`config.mk`:
```
export PLATFORM = sky130hd
export DESIGN_NAME = l2cap_signaling_responder_core
export DESIGN_NICKNAME = d
export VERILOG_FILES = /design/src/rtl/l2sr_pkg.sv /design/src/rtl/l2cap_signaling_responder_core.sv /design/src/rtl/l2sr_engine.sv /design/src/rtl/l2sr_out_buf.sv
export SDC_FILE = /design/constraint.sdc
export NUM_CORES = 1
export LEC_CHECK = 0
export ABC_AREA = 1
export BUFFER_PORTS_ARGS = -buffer_cell sky130_fd_sc_hd__buf_2
export CORE_UTILIZATION = 59
export DETAILED_ROUTE_END_ITERATION = 6
export GPL_TIMING_DRIVEN = 0
export PLACE_DENSITY = 0.86
export REMOVE_ABC_BUFFERS = 1
export SLEW_MARGIN = 40
export SYNTH_ARGS = -nofsm -noshare
export SYNTH_HDL_FRONTEND = slang
export SYNTH_HIERARCHICAL = 1
export SYNTH_SLANG_ARGS = --single-unit
export TNS_END_PERCENT = 5
```
`constraint.sdc`:
```
create_clock -name clk -period 5.9 [get_ports clk]
set_input_delay 0.295 -clock clk [delete_from_list [all_inputs] [get_ports clk]]
set_output_delay 0.295 -clock clk [all_outputs]
set_load 0.1 [all_outputs]
```
`src/rtl/l2sr_pkg.sv`:
```
// Package for the L2CAP signaling responder: transaction types, command,
// packet-kind and outcome codes, fixed CIDs and handshake flag bits.
// No dependencies; used by every module of the block.
`timescale 1ns / 1ps
`default_nettype none

package l2sr_pkg;

  // Input transaction: one parsed signaling command
  typedef struct packed {
    logic [7:0]  sig_code;
    logic [7:0]  sig_ident;
    logic [9:0]  payload_len;
    logic [15:0] word_zero;
    logic [15:0] word_one;
    logic [15:0] word_two;
  } l2sr_in_t;

  // Output transaction: one emitted packet or status record
  typedef struct packed {
    logic [1:0]  packet_kind;
    logic [7:0]  out_ident;
    logic [15:0] dest_cid;
    logic [15:0] source_cid;
    logic [2:0]  outcome;
    logic        both_open;
    logic        last;
  } l2sr_out_t;

  // Handoff from the command engine to the result buffer
  typedef struct packed {
    logic load;
    logic two;
  } l2sr_ctl_t;

  // Configuration register indexes
  localparam logic [1:0] REG_ACL_HANDLE    = 2'd0;
  localparam logic [1:0] REG_CONTROL_PSM   = 2'd1;
  localparam logic [1:0] REG_INTERRUPT_PSM = 2'd2;
  localparam logic [1:0] REG_LOCAL_MTU     = 2'd3;

  localparam logic [15:0] CONTROL_PSM_RST   = 16'd17;
  localparam logic [15:0] INTERRUPT_PSM_RST = 16'd19;

  // Signaling command codes
  localparam logic [7:0] CODE_CONN_REQ = 8'd2;
  localparam logic [7:0] CODE_CONF_REQ = 8'd4;
  localparam logic [7:0] CODE_CONF_RSP = 8'd5;

  // Packet kinds
  localparam logic [1:0] KIND_STATUS   = 2'd0;
  localparam logic [1:0] KIND_CONN_RSP = 2'd1;
  localparam logic [1:0] KIND_CONF_REQ = 2'd2;
  localparam logic [1:0] KIND_CONF_RSP = 2'd3;

  // Outcome codes
  localparam logic [2:0] OUT_HANDLED     = 3'd0;
  localparam logic [2:0] OUT_TOO_SHORT   = 3'd1;
  localparam logic [2:0] OUT_UNKNOWN_PSM = 3'd2;
  localparam logic [2:0] OUT_UNKNOWN_CID = 3'd3;
  localparam logic [2:0] OUT_UNHANDLED   = 3'd4;

  // Fixed local CIDs and the SDP PSM
  localparam logic [15:0] CID_SDP  = 16'h003F;
  localparam logic [15:0] CID_CTRL = 16'h0040;
  localparam logic [15:0] CID_INTR = 16'h0041;
  localparam logic [15:0] SDP_PSM  = 16'h0001;

  // Minimum payload lengths
  localparam logic [9:0] LEN_HDR      = 10'd4;
  localparam logic [9:0] LEN_REQ_MIN  = 10'd8;
  localparam logic [9:0] LEN_RSP_MIN  = 10'd10;

  // Handshake flag bits
  localparam int HS_CONN_RSP  = 0;
  localparam int HS_REQ_SENT  = 1;
  localparam int HS_THEIR_ACK = 2;
  localparam int HS_OUR_ACK   = 3;

  localparam int NUM_CH = 3;

  function automatic logic [15:0] chan_cid(input logic [1:0] ch);
    logic [15:0] cid;
    case (ch)
      2'd0:    cid = CID_SDP;
      2'd1:    cid = CID_CTRL;
      default: cid = CID_INTR;
    endcase
    return cid;
  endfunction

  function automatic logic is_open(input logic [3:0] flags);
    return flags[HS_CONN_RSP] & flags[HS_THEIR_ACK] & flags[HS_OUR_ACK];
  endfunction

endpackage

`default_nettype wire

```
`src/rtl/l2cap_signaling_responder_core.sv`:
```
// L2CAP signaling responder. Input passes the input register, then the
// result register; a connection request's configuration request follows once
// its connection response is taken. Throughput: one command per cycle while
// out_ready holds; a connection request blocks new commands until both its
// results leave (one output port, one result per cycle). Synchronous active-low
// reset clears channel state, the ident counter and both handshake stages.
`timescale 1ns / 1ps
`default_nettype none

module l2cap_signaling_responder_core (
  input  wire logic               clk,
  input  wire logic               rst_n,
  input  wire logic               in_valid,
  output logic                    in_ready,
  input  wire l2sr_pkg::l2sr_in_t in_data,
  output logic                    out_valid,
  input  wire logic               out_ready,
  output l2sr_pkg::l2sr_out_t     out_data,
  input  wire logic               cfg_we,
  input  wire logic [1:0]         cfg_addr,
  input  wire logic [15:0]        cfg_wdata
);

  logic                in_valid_r;
  l2sr_pkg::l2sr_in_t  in_item_r;
  logic [15:0]         control_psm_r;
  logic [15:0]         interrupt_psm_r;
  logic                free;
  logic                advance;
  l2sr_pkg::l2sr_out_t res0;
  l2sr_pkg::l2sr_out_t res1;
  logic                two;
  l2sr_pkg::l2sr_ctl_t ctl;

  // Configuration; link handle and MTU feed no result field and are dropped
  always_ff @(posedge clk) begin
    if (!rst_n) begin
      control_psm_r   <= l2sr_pkg::CONTROL_PSM_RST;
      interrupt_psm_r <= l2sr_pkg::INTERRUPT_PSM_RST;
    end else if (cfg_we) begin
      case (cfg_addr)
        l2sr_pkg::REG_CONTROL_PSM:   control_psm_r   <= cfg_wdata;
        l2sr_pkg::REG_INTERRUPT_PSM: interrupt_psm_r <= cfg_wdata;
        default: ;
      endcase
    end
  end

  // Input register
  assign advance  = in_valid_r && free;
  assign in_ready = !in_valid_r || advance;

  always_ff @(posedge clk) begin
    if (!rst_n) begin
      in_valid_r <= 1'b0;
    end else if (in_ready) begin
      in_valid_r <= in_valid;
    end
  end

  always_ff @(posedge clk) begin
    if (in_ready && in_valid) begin
      in_item_r <= in_data;
    end
  end

  l2sr_engine u_engine (
    .clk           (clk),
    .rst_n         (rst_n),
    .fire          (advance),
    .item          (in_item_r),
    .control_psm   (control_psm_r),
    .interrupt_psm (interrupt_psm_r),
    .res0          (res0),
    .res1          (res1),
    .two           (two)
  );

  assign ctl.load = advance;
  assign ctl.two  = two;

  l2sr_out_buf u_out_buf (
    .clk       (clk),
    .rst_n     (rst_n),
    .ctl       (ctl),
    .res0      (res0),
    .res1      (res1),
    .free      (free),
    .out_valid (out_valid),
    .out_ready (out_ready),
    .out_data  (out_data)
  );

endmodule

`default_nettype wire

```
`src/rtl/l2sr_engine.sv`:
```
// Command engine: per-channel remote CID and handshake flags, transmit
// ident counter, and the single-pass decode that forms up to two results.
// Depends on l2sr_pkg.
`timescale 1ns / 1ps
`default_nettype none

module l2sr_engine (
  input  wire logic               clk,
  input  wire logic               rst_n,
  input  wire logic               fire,
  input  wire l2sr_pkg::l2sr_in_t item,
  input  wire logic [15:0]        control_psm,
  input  wire logic [15:0]        interrupt_psm,
  output l2sr_pkg::l2sr_out_t     res0,
  output l2sr_pkg::l2sr_out_t     res1,
  output logic                    two
);

  logic [15:0] rcid_r  [l2sr_pkg::NUM_CH];
  logic [15:0] rcid_nxt[l2sr_pkg::NUM_CH];
  logic [3:0]  flags_r  [l2sr_pkg::NUM_CH];
  logic [3:0]  flags_nxt[l2sr_pkg::NUM_CH];
  logic [7:0]  ident_r;
  logic [7:0]  ident_nxt;
  logic [7:0]  ident_inc;

  logic        psm_hit;
  logic [1:0]  psm_ch;
  logic        cid_hit;
  logic [1:0]  cid_ch;
  logic        open_nxt;

  // Channel lookup: SDP wins, then control, then interrupt
  always_comb begin
    psm_hit = 1'b1;
    psm_ch  = 2'd0;
    if (item.word_zero == l2sr_pkg::SDP_PSM) begin
      psm_ch = 2'd0;
    end else if (item.word_zero == control_psm) begin
      psm_ch = 2'd1;
    end else if (item.word_zero == interrupt_psm) begin
      psm_ch = 2'd2;
    end else begin
      psm_hit = 1'b0;
    end

    cid_hit = 1'b1;
    cid_ch  = 2'd0;
    if (item.word_zero == l2sr_pkg::CID_SDP) begin
      cid_ch = 2'd0;
    end else if (item.word_zero == l2sr_pkg::CID_CTRL) begin
      cid_ch = 2'd1;
    end else if (item.word_zero == l2sr_pkg::CID_INTR) begin
      cid_ch = 2'd2;
    end else begin
      cid_hit = 1'b0;
    end
  end

  // Counter pre-increments and skips zero
  always_comb begin
    ident_inc = ident_r + 8'd1;
    if (ident_inc == 8'd0) begin
      ident_inc = 8'd1;
    end
  end

  // Command decode and state update
  always_comb begin
    rcid_nxt  = rcid_r;
    flags_nxt = flags_r;
    ident_nxt = ident_r;
    res0      = '0;
    res1      = '0;
    two       = 1'b0;

    if (item.payload_len < l2sr_pkg::LEN_HDR) begin
      res0.outcome = l2sr_pkg::OUT_TOO_SHORT;
    end else begin
      case (item.sig_code)
        l2sr_pkg::CODE_CONN_REQ: begin
          if (item.payload_len < l2sr_pkg::LEN_REQ_MIN) begin
            res0.outcome = l2sr_pkg::OUT_TOO_SHORT;
          end else if (!psm_hit) begin
            res0.outcome = l2sr_pkg::OUT_UNKNOWN_PSM;
          end else begin
            rcid_nxt[psm_ch] = item.word_one;
            flags_nxt[psm_ch][l2sr_pkg::HS_CONN_RSP] = 1'b1;
            flags_nxt[psm_ch][l2sr_pkg::HS_REQ_SENT] = 1'b1;
            ident_nxt = ident_inc;
            res0.packet_kind = l2sr_pkg::KIND_CONN_RSP;
            res0.out_ident   = item.sig_ident;
            res0.dest_cid    = l2sr_pkg::chan_cid(psm_ch);
            res0.source_cid  = item.word_one;
            res1.packet_kind = l2sr_pkg::KIND_CONF_REQ;
            res1.out_ident   = ident_inc;
            res1.dest_cid    = item.word_one;
            two = 1'b1;
          end
        end
        l2sr_pkg::CODE_CONF_REQ: begin
          if (item.payload_len < l2sr_pkg::LEN_REQ_MIN) begin
            res0.outcome = l2sr_pkg::OUT_TOO_SHORT;
          end else if (!cid_hit) begin
            res0.outcome = l2sr_pkg::OUT_UNKNOWN_CID;
          end else begin
            flags_nxt[cid_ch][l2sr_pkg::HS_THEIR_ACK] = 1'b1;
            res0.packet_kind = l2sr_pkg::KIND_CONF_RSP;
            res0.out_ident   = item.sig_ident;
            res0.dest_cid    = rcid_r[cid_ch];
          end
        end
        l2sr_pkg::CODE_CONF_RSP: begin
          if (item.payload_len < l2sr_pkg::LEN_RSP_MIN) begin
            res0.outcome = l2sr_pkg::OUT_TOO_SHORT;
          end else if (!cid_hit) begin
            res0.outcome = l2sr_pkg::OUT_UNKNOWN_CID;
          end else if (item.word_two == 16'd0) begin
            // only a successful result acknowledges our request
            flags_nxt[cid_ch][l2sr_pkg::HS_OUR_ACK] = 1'b1;
          end
        end
        default: begin
          res0.outcome = l2sr_pkg::OUT_UNHANDLED;
        end
      endcase
    end

    // Both-open reflects the state after the whole command
    open_nxt       = l2sr_pkg::is_open(flags_nxt[1]) & l2sr_pkg::is_open(flags_nxt[2]);
    res0.both_open = open_nxt;
    res1.both_open = open_nxt;
    res0.last      = ~two;
    res1.last      = 1'b1;
  end

  // State registers
  always_ff @(posedge clk) begin
    if (!rst_n) begin
      for (int i = 0; i < l2sr_pkg::NUM_CH; i++) begin
        rcid_r[i]  <= '0;
        flags_r[i] <= '0;
      end
      ident_r <= '0;
    end else if (fire) begin
      rcid_r  <= rcid_nxt;
      flags_r <= flags_nxt;
      ident_r <= ident_nxt;
    end
  end

endmodule

`default_nettype wire

```
`src/rtl/l2sr_out_buf.sv`:
```
// Result buffer: holds the current output transaction and an optional
// second one from the same command, and presents them in order.
// Depends on l2sr_pkg.
`timescale 1ns / 1ps
`default_nettype none

module l2sr_out_buf (
  input  wire logic                clk,
  input  wire logic                rst_n,
  input  wire l2sr_pkg::l2sr_ctl_t ctl,
  input  wire l2sr_pkg::l2sr_out_t res0,
  input  wire l2sr_pkg::l2sr_out_t res1,
  output logic                     free,
  output logic                     out_valid,
  input  wire logic                out_ready,
  output l2sr_pkg::l2sr_out_t      out_data
);

  logic                valid_r;
  logic                pend_r;
  l2sr_pkg::l2sr_out_t cur_r;
  l2sr_pkg::l2sr_out_t sec_r;

  // Room for a new command when empty or once the last result leaves this cycle
  assign free      = !valid_r || (out_ready && !pend_r);
  assign out_valid = valid_r;
  assign out_data  = cur_r;

  // Control state
  always_ff @(posedge clk) begin
    if (!rst_n) begin
      valid_r <= 1'b0;
      pend_r  <= 1'b0;
    end else if (ctl.load) begin
      valid_r <= 1'b1;
      pend_r  <= ctl.two;
    end else if (valid_r && out_ready) begin
      if (pend_r) begin
        pend_r <= 1'b0;
      end else begin
        valid_r <= 1'b0;
      end
    end
  end

  // Payload
  always_ff @(posedge clk) begin
    if (ctl.load) begin
      cur_r <= res0;
      sec_r <= res1;
    end else if (valid_r && out_ready && pend_r) begin
      cur_r <= sec_r;
    end
  end

endmodule

`default_nettype wire

```
==> insert_results.sql <==
INSERT INTO impl_metrics (metric_group, metric, value, unit) VALUES
('floorplanning', 'coreArea', '19500', 'µm²'),
('timing', 'finalHoldViolations', '0', ''),
('timing', 'relSlewSlack', '51.4', '%'),
('clock_tree', 'holdBufCountCts', '79', ''),
('clock_tree', 'postCtsSetupRepairBufs', '0', ''),
('critical_path', 'critical_path.reg2reg.startpoint', 'in_item_r[43]$_DFFE_PP_', ''),
('drt', 'detail_route.iter0.violations', '801', ''),
('finish', 'antennaDiodeCount', '0', ''),
('place', 'gp_routability_congestion', '0.821', ''),
('clock_tree', 'cts_max_level', '1', ''),
('place', 'post-dp-hpwl', '15.5', 'mm'),
('global_route', 'global_route.usage.total', '25.7', '%'),
('timing', 'timing_max_transition_violations_final', '0', ''),
('finish', 'final_cell_count_no_fill', '1828', ''),
('drt', 'via_per_inst', '5.04', ''),
('critical_path', 'cp.arrival', '3.24', 'ns'),
('pwr', 'power.share.switching', '24.0', '%'),
('critical_path', 'critPathCaptureType', 'register', ''),
('critical_path', 'worst-r2r-cell-count', '11', ''),
('clock_tree', 'clock_latency', '0.55', 'ns'),
('clock_tree', 'cts.clk_slew.worst_paths', '0.06', 'ns'),
('yosys', 'synthesis.instances', '1347', ''),
('critical_path', 'worstPathMaxFanout', '26', ''),
('global_route', 'grt-ovfl-total', '0', ''),
('clock_tree', 'cts_inserted_buffers', '27', ''),
('yosys', 'yosysWarningCount', '6', ''),
('clock_tree', 'cts.repair.resized', '0', ''),
('pwr', 'pwr_density_cell', '292', 'nW/µm²'),
('drt', 'detail_route.wl_per_cell', '14.4', 'µm'),
('drt', 'remaining_drc_errors', '0', ''),
('global_route', 'grt_pass1_wl', '41.2', 'mm'),
('place', 'buffer_ports.inserted', '144', ''),
('clock_tree', 'clock_tree.buffer_depth', '3', ''),
('pwr', 'power.clock.fraction', '40.6', '%'),
('timing', 'report.final.setup_viol', '0', ''),
('finish', 'fillerInstances', '1312', ''),
('pwr', 'seq_power_share', '50.0', '%'),
('finish', 'final_cell_mix', 'nand2_1 (455), nor2_1 (191), edfxtp_1 (167)', ''),
('place', 'place_inst', '1699', ''),
('timing', 'fin_worst_skew', '0.0284', 'ns'),
('pwr', 'vdd_ir_drop_max', '0.000265', 'V'),
('clock_tree', 'cts_tree', 'built', ''),
('pwr', 'internal-power', '3.16', 'mW'),
('critical_path', 'worst_r2r_endpoint', 'u_out_buf/out_data[40]$_DFFE_PP_', ''),
('timing', 'rsz_0062_raised_after_global_routing', 'no', ''),
('global_route', 'grt_antenna_before_repair', '0', ''),
('run_status', 'status', 'finished, final reports clean', ''),
('drt', 'routed-via-count', '9208', ''),
('finish', 'area_delta_synth_final', '20.2', '%'),
('floorplanning', 'die-width', '144', 'µm'),
('floorplanning', 'die_h', '144', 'µm'),
('hold_path', 'timing.hold.worst.class', 'input port to register', ''),
('drt', 'firstDrtPassIters', '5', ''),
('pwr', 'p_leak', '6.52', 'nW'),
('finish', 'final_common_cell', 'nand2_1', ''),
('critical_path', 'reg2reg_setup_slack', '3.04', 'ns'),
('run', 'cap_violations', '0', ''),
('critical_path', 'worst_ep_required_time', '6.29', 'ns'),
('drt', 'antenna_left', '0', ''),
('yosys', 'avgSynthCellArea', '8.78', 'µm²'),
('pwr', 'total_power', '4.16', 'mW'),
('floorplanning', 'rows', '51', ''),
('hold_path', 'timing.hold.worst_path_depth', '3', ''),
('hold_path', 'whs_endpoint', 'control_psm_r[5]$_SDFFE_PN0P_', ''),
('timing', 'max_clock_freq', '0.350', 'GHz'),
('finish', 'design.final.nets', '1640', ''),
('clock_tree', 'clkSinkCount', '264', ''),
('critical_path', 'crit_type', 'register to register', ''),
('timing', 'worstMarginPinSlew', '0.723', 'ns'),
('hold_path', 'holdCritStartpoint', 'cfg_wdata[5]', ''),
('pwr', 'pwr-share-comb', '9.4', '%'),
('drt', 'wirelength', '26.4', 'mm'),
('pwr', 'switchingPower', '0.997', 'mW'),
('global_route', 'grt_pass1_vias', '8909', ''),
('floorplanning', 'fp.dieArea', '20600', 'µm²'),
('finish', 'final_layout_size_suffix_gt1_share', '15.8', '%'),
('timing', 'final_min_period_over_clock_period', '48.4', '%'),
('floorplanning', 'ioPinCount', '146', ''),
('clock_tree', 'clk_root_buffer_cell', 'clkbuf_16', ''),
('yosys', 'syn_area', '11800', 'µm²'),
('global_route', 'grt_start_max_net_pins', '73', ''),
('floorplanning', 'initial_utilization', '60.6', '%'),
('timing', 'period_needed', '2.86', 'ns'),
('critical_path', 'startpoint_type', 'register', '');
-- routing by layer --
metal  share of wire (%)  wire length (µm)  vias to the layer above  track usage [%]
li1                    -                 -                     4542                -
met1                  39             10400                     4196             30.1
met2                  50             13100                      388             45.6
met3                 7.1              1860                       82             4.13
met4                 3.8              1010                        0             13.4
met5                   0                 0                        -                0
-- state kept, by name, summed over array words and instances, names as in the netlist, 6 cells and up --
name                flops
control_psm_r          16
u_engine/ident_r        8
u_engine/flags_r        6
interrupt_psm_r        16
u_out_buf/out_data     47
u_out_buf/sec_r        47
in_item_r              73
u_engine/rcid_r        48
-- worst max-delay path, stage by stage (launching register included) --
cell and delay [ns]:
edfxtp_1 0.44, inv_2 0.09, nand4_1 0.17, nor2_4 0.23, nand2_2 0.37, nand3_1 0.27, nand2_1 0.12, inv_2 0.29
nor2_2 0.18, nor3b_1 0.30, nand2_1 0.14, nand2_1 0.11
-- stage by stage --
stage,setup TNS (ns),setup slack (ns),hold WS (ns),area (µm²),util (%)
global route,0,2.87,0.00895,14200,72.8
CTS,0,3.21,0.00360,14200,72.8
floorplan,-8.38,-0.178,0.380,11300,-
detailed placement,0,3.25,0.449,12600,64.3
global placement,-133.42,-2.00,0.445,12300,63.2
finish,0,3.04,0.00871,14200,72.8
-- layout make-up --
cell class / count / area, µm² / area share, %
well taps: 265 / 332 / 2.33
flip-flops and latches: 264 / 6960 / 48.9
clock buffers: 36 / 729 / 5.13
inverters: 180 / 686 / 4.82
multi-input cells: 838 / 3690 / 25.9
clock inverters: 14 / 145 / 1.02
repair buffers: 231 / 1690 / 11.9
-- worst max path at each step --
| stage | start | endpoint | slack [ns] | cells after the start |
|---|---|---|---|---|
| 6_report | in_item_r[43]$_DFFE_PP_ | u_out_buf/out_data[40]$_DFFE_PP_ | 3.04 | 11 |
| 5_1_grt | in_item_r[45]$_DFFE_PP_ | u_out_buf/out_data[40]$_DFFE_PP_ | 2.87 | 11 |
| 4_1_cts | in_item_r[43]$_DFFE_PP_ | u_out_buf/out_data[40]$_DFFE_PP_ | 3.21 | 11 |
| 3_5_place_dp | in_item_r[47]$_DFFE_PP_ | u_out_buf/out_data[40]$_DFFE_PP_ | 3.25 | 11 |
| 3_3_place_gp | out_ready | u_out_buf/out_data[7]$_DFFE_PP_ | -2.00 | 7 |
| 2_1_floorplan | u_out_buf/out_valid$_SDFFE_PN0P_ | u_out_buf/out_data[0]$_DFFE_PP_ | -0.18 | 5 |
-- power by group through the flow --
stage | Combinational, mW | Sequential (mW) | Clock, mW
6_report | 0.389 | 2.08 | 1.69
5_1_grt | 0.417 | 2.09 | 1.78
4_1_cts | 0.383 | 2.08 | 1.70
3_5_place_dp | 0.341 | 2.12 | 0
3_3_place_gp | 0.316 | 2.12 | 0
2_1_floorplan | 0.111 | 2.24 | 0
No activity file was read; power rests on OpenSTA's default activity.
